===== src/hdl/crse_pkg.sv =====
// Shared types, constants and a helper function for the character range expander.
`default_nettype none

package crse_pkg;

   // Dash character that joins the two ends of a range.
   localparam logic [7:0] DASH_CHAR = 8'h2D;

   // Queue between the front and back parts.
   localparam int unsigned QUEUE_DEPTH = 2;
   localparam int unsigned QUEUE_PTR_W = $clog2(QUEUE_DEPTH);
   localparam int unsigned QUEUE_CNT_W = $clog2(QUEUE_DEPTH + 1);

   // Input request payload.
   typedef struct packed {
      logic [7:0] in_char;
      logic       is_final;
   } req_type;

   // Result payload.
   typedef struct packed {
      logic [7:0] out_char;
      logic       run_last;
      logic       string_done;
   } rsp_type;

   // Character class of a range end.
   typedef enum logic [1:0] {
      CLS_OTHER = 2'd0,
      CLS_DIGIT = 2'd1,
      CLS_LOWER = 2'd2,
      CLS_UPPER = 2'd3
   } char_class_type;

   // Emit command for one request: an optional held character, an optional
   // dash, then the run run_lo..run_hi (one character when both are equal).
   typedef struct packed {
      logic       pre_char_valid;
      logic [7:0] pre_char;
      logic       pre_dash_valid;
      logic [7:0] run_lo;
      logic [7:0] run_hi;
      logic       is_final;
   } cmd_type;

   // Classify a character for range checks.
   function automatic char_class_type char_class(input logic [7:0] c);
      char_class_type cls;
      cls = CLS_OTHER;
      if (c >= 8'h30 && c <= 8'h39) begin
         cls = CLS_DIGIT;
      end else if (c >= 8'h61 && c <= 8'h7A) begin
         cls = CLS_LOWER;
      end else if (c >= 8'h41 && c <= 8'h5A) begin
         cls = CLS_UPPER;
      end
      return cls;
   endfunction

endpackage

`default_nettype wire


===== src/hdl/char_range_shorthand_expander_core.sv =====
// Top level of the character range expander: front, command queue and back.
//
//   Channel   Direction  Handshake            Payload
//   req_      in         req_valid/req_stall  req_type (in_char, is_final)
//   rsp_      out        rsp_valid/rsp_stall  rsp_type (out_char, run_last, string_done)
//
// The front takes one request per cycle while the two-entry command queue has room.
// The back writes one character per cycle while rsp_stall is low; a request yields
// up to 26 characters (for a letter range), so the back's output port sets the rate.
// A request that yields no character stays in the front and never enters the queue.
// Reset clears the string state, the queue and the output register's valid flag at once.
// A stall on rsp_ fills the queue and then raises req_stall; the halves stall on their own.
`default_nettype none

module char_range_shorthand_expander_core (
   input  wire logic              clock,
   input  wire logic              reset,
   input  wire logic              req_valid,
   output logic                   req_stall,
   input  wire crse_pkg::req_type req_payload,
   output logic                   rsp_valid,
   input  wire logic              rsp_stall,
   output crse_pkg::rsp_type      rsp_payload
);

   logic              req_accept;
   logic              push;
   crse_pkg::cmd_type push_cmd;
   logic              queue_full;
   logic              head_valid;
   crse_pkg::cmd_type head_cmd;
   logic              pop;

   // The request side stalls only on a full queue.
   assign req_stall  = queue_full;
   assign req_accept = req_valid && !queue_full;

   crse_front u_front (
      .clock       (clock),
      .reset       (reset),
      .accept      (req_accept),
      .req_payload (req_payload),
      .push        (push),
      .cmd         (push_cmd)
   );

   crse_queue u_queue (
      .clock      (clock),
      .reset      (reset),
      .push       (push),
      .push_cmd   (push_cmd),
      .full       (queue_full),
      .head_valid (head_valid),
      .head_cmd   (head_cmd),
      .pop        (pop)
   );

   crse_back u_back (
      .clock       (clock),
      .reset       (reset),
      .cmd_valid   (head_valid),
      .cmd         (head_cmd),
      .cmd_pop     (pop),
      .rsp_valid   (rsp_valid),
      .rsp_stall   (rsp_stall),
      .rsp_payload (rsp_payload)
   );

endmodule

`default_nettype wire


===== src/hdl/crse_front.sv =====
// Front part: accepts characters, tracks the string state and builds emit commands.
`default_nettype none

module crse_front (
   input  wire logic              clock,
   input  wire logic              reset,
   input  wire logic              accept,
   input  wire crse_pkg::req_type req_payload,
   output logic                   push,
   output crse_pkg::cmd_type      cmd
);

   logic [7:0] pend_start_ff, pend_start_in;
   logic       pend_valid_ff, pend_valid_in;
   logic [1:0] pend_age_ff, pend_age_in;
   logic [7:0] prev_char_ff, prev_char_in;
   logic       at_start_ff, at_start_in;

   logic [7:0] c;
   logic       last;
   logic       is_dash;
   logic       prev_dash;
   logic       absorb;
   logic       is_range;
   logic       capture;
   logic       fall;
   logic       range_ok;
   crse_pkg::char_class_type start_cls;

   // Classify the incoming character against the held state.
   always_comb begin
      c         = req_payload.in_char;
      last      = req_payload.is_final;
      is_dash   = (c == crse_pkg::DASH_CHAR);
      prev_dash = (prev_char_ff == crse_pkg::DASH_CHAR);
      absorb    = is_dash && !at_start_ff && !last && pend_valid_ff && (pend_age_ff == 2'd0);
      is_range  = !is_dash && pend_valid_ff && prev_dash && (pend_age_ff == 2'd1);
      capture   = !is_dash && !pend_valid_ff;
      fall      = !absorb && !is_range && !capture;
      start_cls = crse_pkg::char_class(pend_start_ff);
      range_ok  = (start_cls != crse_pkg::CLS_OTHER) &&
                  (start_cls == crse_pkg::char_class(c)) && (pend_start_ff <= c);
   end

   // Build the emit command for this request.
   always_comb begin
      cmd.pre_char_valid = 1'b0;
      cmd.pre_char       = pend_start_ff;
      cmd.pre_dash_valid = 1'b0;
      cmd.run_lo         = c;
      cmd.run_hi         = c;
      cmd.is_final       = last;
      if (is_range) begin
         if (range_ok) begin
            cmd.run_lo = pend_start_ff;
         end else begin
            cmd.pre_char_valid = 1'b1;
            cmd.pre_dash_valid = 1'b1;
         end
      end else if (fall) begin
         cmd.pre_char_valid = pend_valid_ff;
         cmd.pre_dash_valid = prev_dash;
      end
      push = accept && (is_range || fall || (capture && last));
   end

   // Next string state.
   always_comb begin
      pend_valid_in = pend_valid_ff;
      pend_start_in = pend_start_ff;
      pend_age_in   = pend_age_ff;
      prev_char_in  = prev_char_ff;
      at_start_in   = at_start_ff;
      if (accept) begin
         if (last) begin
            pend_valid_in = 1'b0;
            pend_start_in = 8'd0;
            pend_age_in   = 2'd0;
            prev_char_in  = 8'd0;
            at_start_in   = 1'b1;
         end else begin
            if (capture) begin
               pend_valid_in = 1'b1;
               pend_start_in = c;
               pend_age_in   = 2'd0;
            end else begin
               if (is_range || fall) begin
                  pend_valid_in = 1'b0;
                  pend_start_in = 8'd0;
               end
               if (pend_age_ff != 2'd3) begin
                  pend_age_in = pend_age_ff + 2'd1;
               end
            end
            prev_char_in = c;
            at_start_in  = 1'b0;
         end
      end
   end

   // State registers.
   always_ff @(posedge clock) begin
      if (reset) begin
         pend_valid_ff <= 1'b0;
         pend_start_ff <= 8'd0;
         pend_age_ff   <= 2'd0;
         prev_char_ff  <= 8'd0;
         at_start_ff   <= 1'b1;
      end else begin
         pend_valid_ff <= pend_valid_in;
         pend_start_ff <= pend_start_in;
         pend_age_ff   <= pend_age_in;
         prev_char_ff  <= prev_char_in;
         at_start_ff   <= at_start_in;
      end
   end

endmodule

`default_nettype wire


===== src/hdl/crse_queue.sv =====
// Short command queue between the front and back parts.
`default_nettype none

module crse_queue (
   input  wire logic              clock,
   input  wire logic              reset,
   input  wire logic              push,
   input  wire crse_pkg::cmd_type push_cmd,
   output logic                   full,
   output logic                   head_valid,
   output crse_pkg::cmd_type      head_cmd,
   input  wire logic              pop
);

   crse_pkg::cmd_type entries_ff [crse_pkg::QUEUE_DEPTH];
   logic [crse_pkg::QUEUE_PTR_W-1:0] wr_ptr_ff, wr_ptr_in;
   logic [crse_pkg::QUEUE_PTR_W-1:0] rd_ptr_ff, rd_ptr_in;
   logic [crse_pkg::QUEUE_CNT_W-1:0] count_ff, count_in;

   // Status and head of the queue.
   always_comb begin
      full       = (count_ff == crse_pkg::QUEUE_CNT_W'(crse_pkg::QUEUE_DEPTH));
      head_valid = (count_ff != '0);
      head_cmd   = entries_ff[rd_ptr_ff];
   end

   // Pointer and count updates.
   always_comb begin
      wr_ptr_in = wr_ptr_ff;
      rd_ptr_in = rd_ptr_ff;
      count_in  = count_ff;
      if (push) begin
         wr_ptr_in = (wr_ptr_ff == crse_pkg::QUEUE_PTR_W'(crse_pkg::QUEUE_DEPTH - 1)) ?
                     '0 : wr_ptr_ff + 1'b1;
      end
      if (pop) begin
         rd_ptr_in = (rd_ptr_ff == crse_pkg::QUEUE_PTR_W'(crse_pkg::QUEUE_DEPTH - 1)) ?
                     '0 : rd_ptr_ff + 1'b1;
      end
      if (push && !pop) begin
         count_in = count_ff + 1'b1;
      end else if (pop && !push) begin
         count_in = count_ff - 1'b1;
      end
   end

   // Control registers.
   always_ff @(posedge clock) begin
      if (reset) begin
         wr_ptr_ff <= '0;
         rd_ptr_ff <= '0;
         count_ff  <= '0;
      end else begin
         wr_ptr_ff <= wr_ptr_in;
         rd_ptr_ff <= rd_ptr_in;
         count_ff  <= count_in;
      end
   end

   // Command storage.
   always_ff @(posedge clock) begin
      if (push) begin
         entries_ff[wr_ptr_ff] <= push_cmd;
      end
   end

endmodule

`default_nettype wire


===== src/hdl/crse_back.sv =====
// Back part: emit commands go to the output register one character per free cycle.
`default_nettype none

module crse_back (
   input  wire logic              clock,
   input  wire logic              reset,
   input  wire logic              cmd_valid,
   input  wire crse_pkg::cmd_type cmd,
   output logic                   cmd_pop,
   output logic                   rsp_valid,
   input  wire logic              rsp_stall,
   output crse_pkg::rsp_type      rsp_payload
);

   logic              active_ff, active_in;
   crse_pkg::cmd_type cur_ff, cur_in;
   logic              rsp_valid_ff, rsp_valid_in;
   crse_pkg::rsp_type rsp_payload_ff, rsp_payload_in;

   logic out_free;
   logic emit;
   logic run_end;
   logic final_emit;

   // Pick the next character of the current command.
   always_comb begin
      out_free   = !rsp_valid_ff || !rsp_stall;
      emit       = active_ff && out_free;
      run_end    = !cur_ff.pre_char_valid && !cur_ff.pre_dash_valid &&
                   (cur_ff.run_lo == cur_ff.run_hi);
      final_emit = emit && run_end;
      cmd_pop    = cmd_valid && (!active_ff || final_emit);
   end

   // Advance through the command, loading the next one as the last character leaves.
   always_comb begin
      active_in = active_ff;
      cur_in    = cur_ff;
      if (cmd_pop) begin
         active_in = 1'b1;
         cur_in    = cmd;
      end else if (final_emit) begin
         active_in = 1'b0;
      end else if (emit) begin
         if (cur_ff.pre_char_valid) begin
            cur_in.pre_char_valid = 1'b0;
         end else if (cur_ff.pre_dash_valid) begin
            cur_in.pre_dash_valid = 1'b0;
         end else begin
            cur_in.run_lo = cur_ff.run_lo + 8'd1;
         end
      end
   end

   // Output register contents.
   always_comb begin
      rsp_valid_in   = rsp_valid_ff;
      rsp_payload_in = rsp_payload_ff;
      if (out_free) begin
         rsp_valid_in = emit;
      end
      if (emit) begin
         if (cur_ff.pre_char_valid) begin
            rsp_payload_in.out_char = cur_ff.pre_char;
         end else if (cur_ff.pre_dash_valid) begin
            rsp_payload_in.out_char = crse_pkg::DASH_CHAR;
         end else begin
            rsp_payload_in.out_char = cur_ff.run_lo;
         end
         rsp_payload_in.run_last    = run_end;
         rsp_payload_in.string_done = run_end && cur_ff.is_final;
      end
   end

   // Control registers.
   always_ff @(posedge clock) begin
      if (reset) begin
         active_ff    <= 1'b0;
         rsp_valid_ff <= 1'b0;
      end else begin
         active_ff    <= active_in;
         rsp_valid_ff <= rsp_valid_in;
      end
   end

   // Payload registers.
   always_ff @(posedge clock) begin
      cur_ff         <= cur_in;
      rsp_payload_ff <= rsp_payload_in;
   end

   assign rsp_valid   = rsp_valid_ff;
   assign rsp_payload = rsp_payload_ff;

endmodule

`default_nettype wire


===== config.mk =====
export PLATFORM = sky130hd
export DESIGN_NAME = char_range_shorthand_expander_core
export DESIGN_NICKNAME = d
export VERILOG_FILES = /design/src/hdl/crse_pkg.sv /design/src/hdl/char_range_shorthand_expander_core.sv /design/src/hdl/crse_front.sv /design/src/hdl/crse_queue.sv /design/src/hdl/crse_back.sv
export SDC_FILE = /design/constraint.sdc
export NUM_CORES = 1
export LEC_CHECK = 0
export BUFFER_PORTS_ARGS = -buffer_cell sky130_fd_sc_hd__buf_2
export CORE_ASPECT_RATIO = 0.5
export CORE_MARGIN = 2
export CORE_UTILIZATION = 48
export DETAILED_ROUTE_END_ITERATION = 16
export PLACE_DENSITY = 0.76
export SETUP_SLACK_MARGIN = 0.15
export SLEW_MARGIN = 0
export SYNTH_ARGS = -nofsm -noshare
export SYNTH_HDL_FRONTEND = slang
export SYNTH_SLANG_ARGS = --single-unit

===== constraint.sdc =====
create_clock -name clock -period 5.1 [get_ports clock]
set_input_delay 0.765 -clock clock [delete_from_list [all_inputs] [get_ports clock]]
set_output_delay 0.765 -clock clock [all_outputs]
set_load 0.01 [all_outputs]

==> qor.csv <==
stage;metric;value;unit
status;status;complete, no violations;
cells_and_area;final core occ;57.62;%
power_and_ir_drop;Tot Pwr;3.280;mW
sta;Relative slew margins;35.73;%
floorplanning;Core Area;10250;um2
logic_synthesis;top cells by count, synth;edfxtp_1 (91), nor2_1 (29), dfxtp_1 (27);
cells_and_area;synthesis-to-finish area growth;16.37;%
global_route;grt total ovfl;0;
place;placed instance area;5335;um2
logic_synthesis;Avg Cell Area, Syn;13.32;um2
sta;RSZ-0062 raised after global routing;no;
logic_synthesis;sequential area share after synthesis;64.51;%
worst_setup_path;reg2reg start;u_back.cur_ff[11];
floorplanning;Initial Util;49.51;%
detailed_routing;DRC Markers;0;
detailed_routing;Final ANT Viol Nets;0;
detailed_routing;routed vias;3084;
global_route;GRT Total Usage;18.72;%
cells_and_area;finished layout cell area;5904;um2
clock_network;CTS root buffer;clkbuf_16;
clock_network;post_cts resized;0;
worst_setup_path;Worst setup EP type;flop;
clock_network;H-tree levels;4;
sta;final setup vio count;0;
clock_network;CTS Buf Count;17;
place;GPL Wtd Cong;0.8016;
sta;final hold violation count;0;
worst_setup_path;arrival time at the worst endpoint;2860;ps
logic_synthesis;Post-synth EDFFs;91;
clock_network;CTS Sinks;118;
worst_setup_path;Reg2Reg Setup Slack;2280;ps
sta;Least-Margin Pin Slew;964.1;ps
logic_synthesis;Synth area leaders;edfxtp_1 (54%), dfxtp_1 (11%), mux2_2 (4.9%);
sta;final setup TNS;0;ps
detailed_routing;vias per cell;5.449;
logic_synthesis;Main synth FF type;edfxtp_1;
floorplanning;Die Span Y;76.70;um
worst_setup_path;reg2reg end;u_back.cur_ff[16];
logic_synthesis;Syn Std Cell Area;5074;um2
cells_and_area;Fill cells;797;
clock_network;Post-CTS Hold Buffers;0;
sta;Max Freq;0.3541;GHz
clock_network;clock slew seen by the registers of the worst setup and hold paths;50;ps
floorplanning;Top Ports;25;
place;dpl hpwl;6.452;mm
power_and_ir_drop;Cell Pwr Density;555.5;nW/um2
clock_network;Max Root-Sink Buffers;2;
sta;Final Max Slew Viols;0;
logic_synthesis;cell with the most instances after synthesis;edfxtp_1;
place;dpl ws;1949;ps
sta;Final min period;2824;ps
logic_synthesis;Post-Syn Instances;381;
detailed_routing;WL per Instance;17.04;um
worst_hold_path;Worst Hold Launch;u_front.at_start_ff;
worst_setup_path;Critical Path Fanout Max;19;
clock_network;# Post-CTS Setup Buffers;0;
global_route;vias in the first global route;3019;
place;Buffers on Ports;24;
logic_synthesis;synthesis-stage register bit count;118;
worst_setup_path;Required @ worst endpoint;5140;ps
sta;Final Skew;9.006;ps
worst_setup_path;crit path launch;u_back.cur_ff[11];
global_route;initial antenna violation count;0;
worst_setup_path;CP Launch Type;flop;
cells_and_area;Final #Nets;439;
detailed_routing;DRT Pass-1 Iters;4;
floorplanning;Rows;26;
power_and_ir_drop;Peak supply drop;0.2357;mV
cells_and_area;register area;3273;um2
clock_network;Clk Latency, worst-skew pair;410;ps
logic_synthesis;post-synth cell types;54;
logic_synthesis;Synth top area share;53.86;%
floorplanning;die area;11460;um2
worst_hold_path;worst hold endpoint;u_front.at_start_ff;
worst_setup_path;type of the worst setup path;flop to flop;
flow_run;Max-Cap Viols;0;
global_route;first-pass GRT wire length;15.79;mm
worst_setup_path;R2R depth;6;
cells_and_area;share of layout cells above drive strength 1;22.07;%
power_and_ir_drop;leakage power;2.154;nW
clock_network;CTS tree;yes;
worst_hold_path;Hold WC Path Type;flop to flop;
global_route;largest net degree at the start of global routing;33;
cells_and_area;Multi-input gate area;1665;um2
logic_synthesis;asr flop ratio synth;0;%
sta;period utilisation layout;55.37;%
cells_and_area;# diodes;0;
logic_synthesis;Yosys top cell by area;edfxtp_1;
worst_hold_path;WHS Path Cells;1;
logic_synthesis;Ys Warns;0;
floorplanning;die width;149.4;um
logic_synthesis;synthesized net count;407;
detailed_routing;Routed WL;9.642;mm
sta;setup slack after layout;2276;ps
detailed_routing;DR iter-0 viols;221;
## per-stage QoR
stage	hold slack, ps	std cells
after floorplan	435.4	381
after global placement	447.0	534
after detailed placement	453.9	534
after CTS	466.1	566
after global routing	495.1	566
final	465.0	566
## worst max-delay path by stage
| stage | to | slack [ps] |
|---|---|---|
| 6_report | u_back.cur_ff[16] | 2280 |
| 5_1_grt | u_back.cur_ff[9] | 2130 |
| 4_1_cts | u_back.cur_ff[9] | 2300 |
| 3_5_place_dp | u_queue.count_ff[1] | 1950 |
| 3_3_place_gp | u_queue.count_ff[1] | 2070 |
| 2_1_floorplan | u_queue.entries_ff[0][0] | 270 |
## critical path: stages, from the launching register on
cell      delay, ps
edfxtp_1        480
xor2_1          180
nor4_1          410
a41o_1          270
o21ai_1         230
buf_4           280
a21oi_1         600
## flip-flops by register name, summed over array words and instances, names as in the netlist, named ones only
name	cells
u_queue.rd_ptr_ff	1
u_front.at_start_ff	1
u_back.active_ff	1
u_queue.wr_ptr_ff	1
u_back.rsp_payload	10
u_front.pend_valid_ff	1
u_back.cur_ff	27
u_front.prev_char_ff	8
u_back.rsp_valid	1
u_queue.count_ff	2
u_front.pend_age_ff	2
u_front.pend_start_ff	8
u_queue.entries_ff	54
## layout make-up
| cell class | count | area share, % |
|---|---|---|
| timing repair buffer | 28 | 2.543 |
| clock buffer | 18 | 7.268 |
| tap | 140 | 2.967 |
| clock inverter | 14 | 2.373 |
| inverter | 19 | 1.208 |
| sequential | 118 | 55.44 |
| multi-input combinational | 229 | 28.21 |
## cells by family (layout without fill, tap and decap cells)
logic type / count (synthesis) / in the layout / share of synthesized area, %
buffers and inverters: 34 / 79 / 2.787
AO/OA/AOI/OAI: 71 / 71 / 9.149
flip-flops: 118 / 118 / 64.51
multiplexers: 27 / 27 / 5.869
AND/OR/NAND/NOR: 100 / 100 / 11.37
adder cells (fa/ha/maj): 13 / 13 / 3.206
XOR/XNOR: 18 / 18 / 3.107
## cells in the final DEF (no fill, tap or decap), types with 5 or more instances in the layout
master | Yosys | routed
buf_2 | 1 | 24
mux2_2 | 22 | 22
ha_1 | 13 | 13
nor2b_1 | 8 | 8
a22o_1 | 11 | 11
edfxtp_1 | 91 | 91
nor3_1 | 10 | 10
a211oi_1 | 7 | 7
nand3_1 | 6 | 6
o21ai_0 | 14 | 14
dfxtp_1 | 27 | 27
nor2_1 | 29 | 29
nand2_1 | 13 | 13
mux2i_1 | 5 | 5
inv_1 | 19 | 19
clkinv_2 | 0 | 7
xor2_1 | 17 | 17
a21oi_1 | 24 | 24
clkbuf_16 | 0 | 17
## routing by layer
metal	global-route usage, %	wire length [um]
met2	28.39	4418
met3	6.607	514
met1	25.12	4589
met5	0	0
met4	6.476	121
## power by group
part	internal [mW]	switching, mW	leakage, nW
logic	0.259	0.415	0.795
clock network	0.752	0.385	0.287
registers	1.33	0.141	1.07
total	2.34	0.941	2.15
No activity file was read; power rests on OpenSTA's default activity.
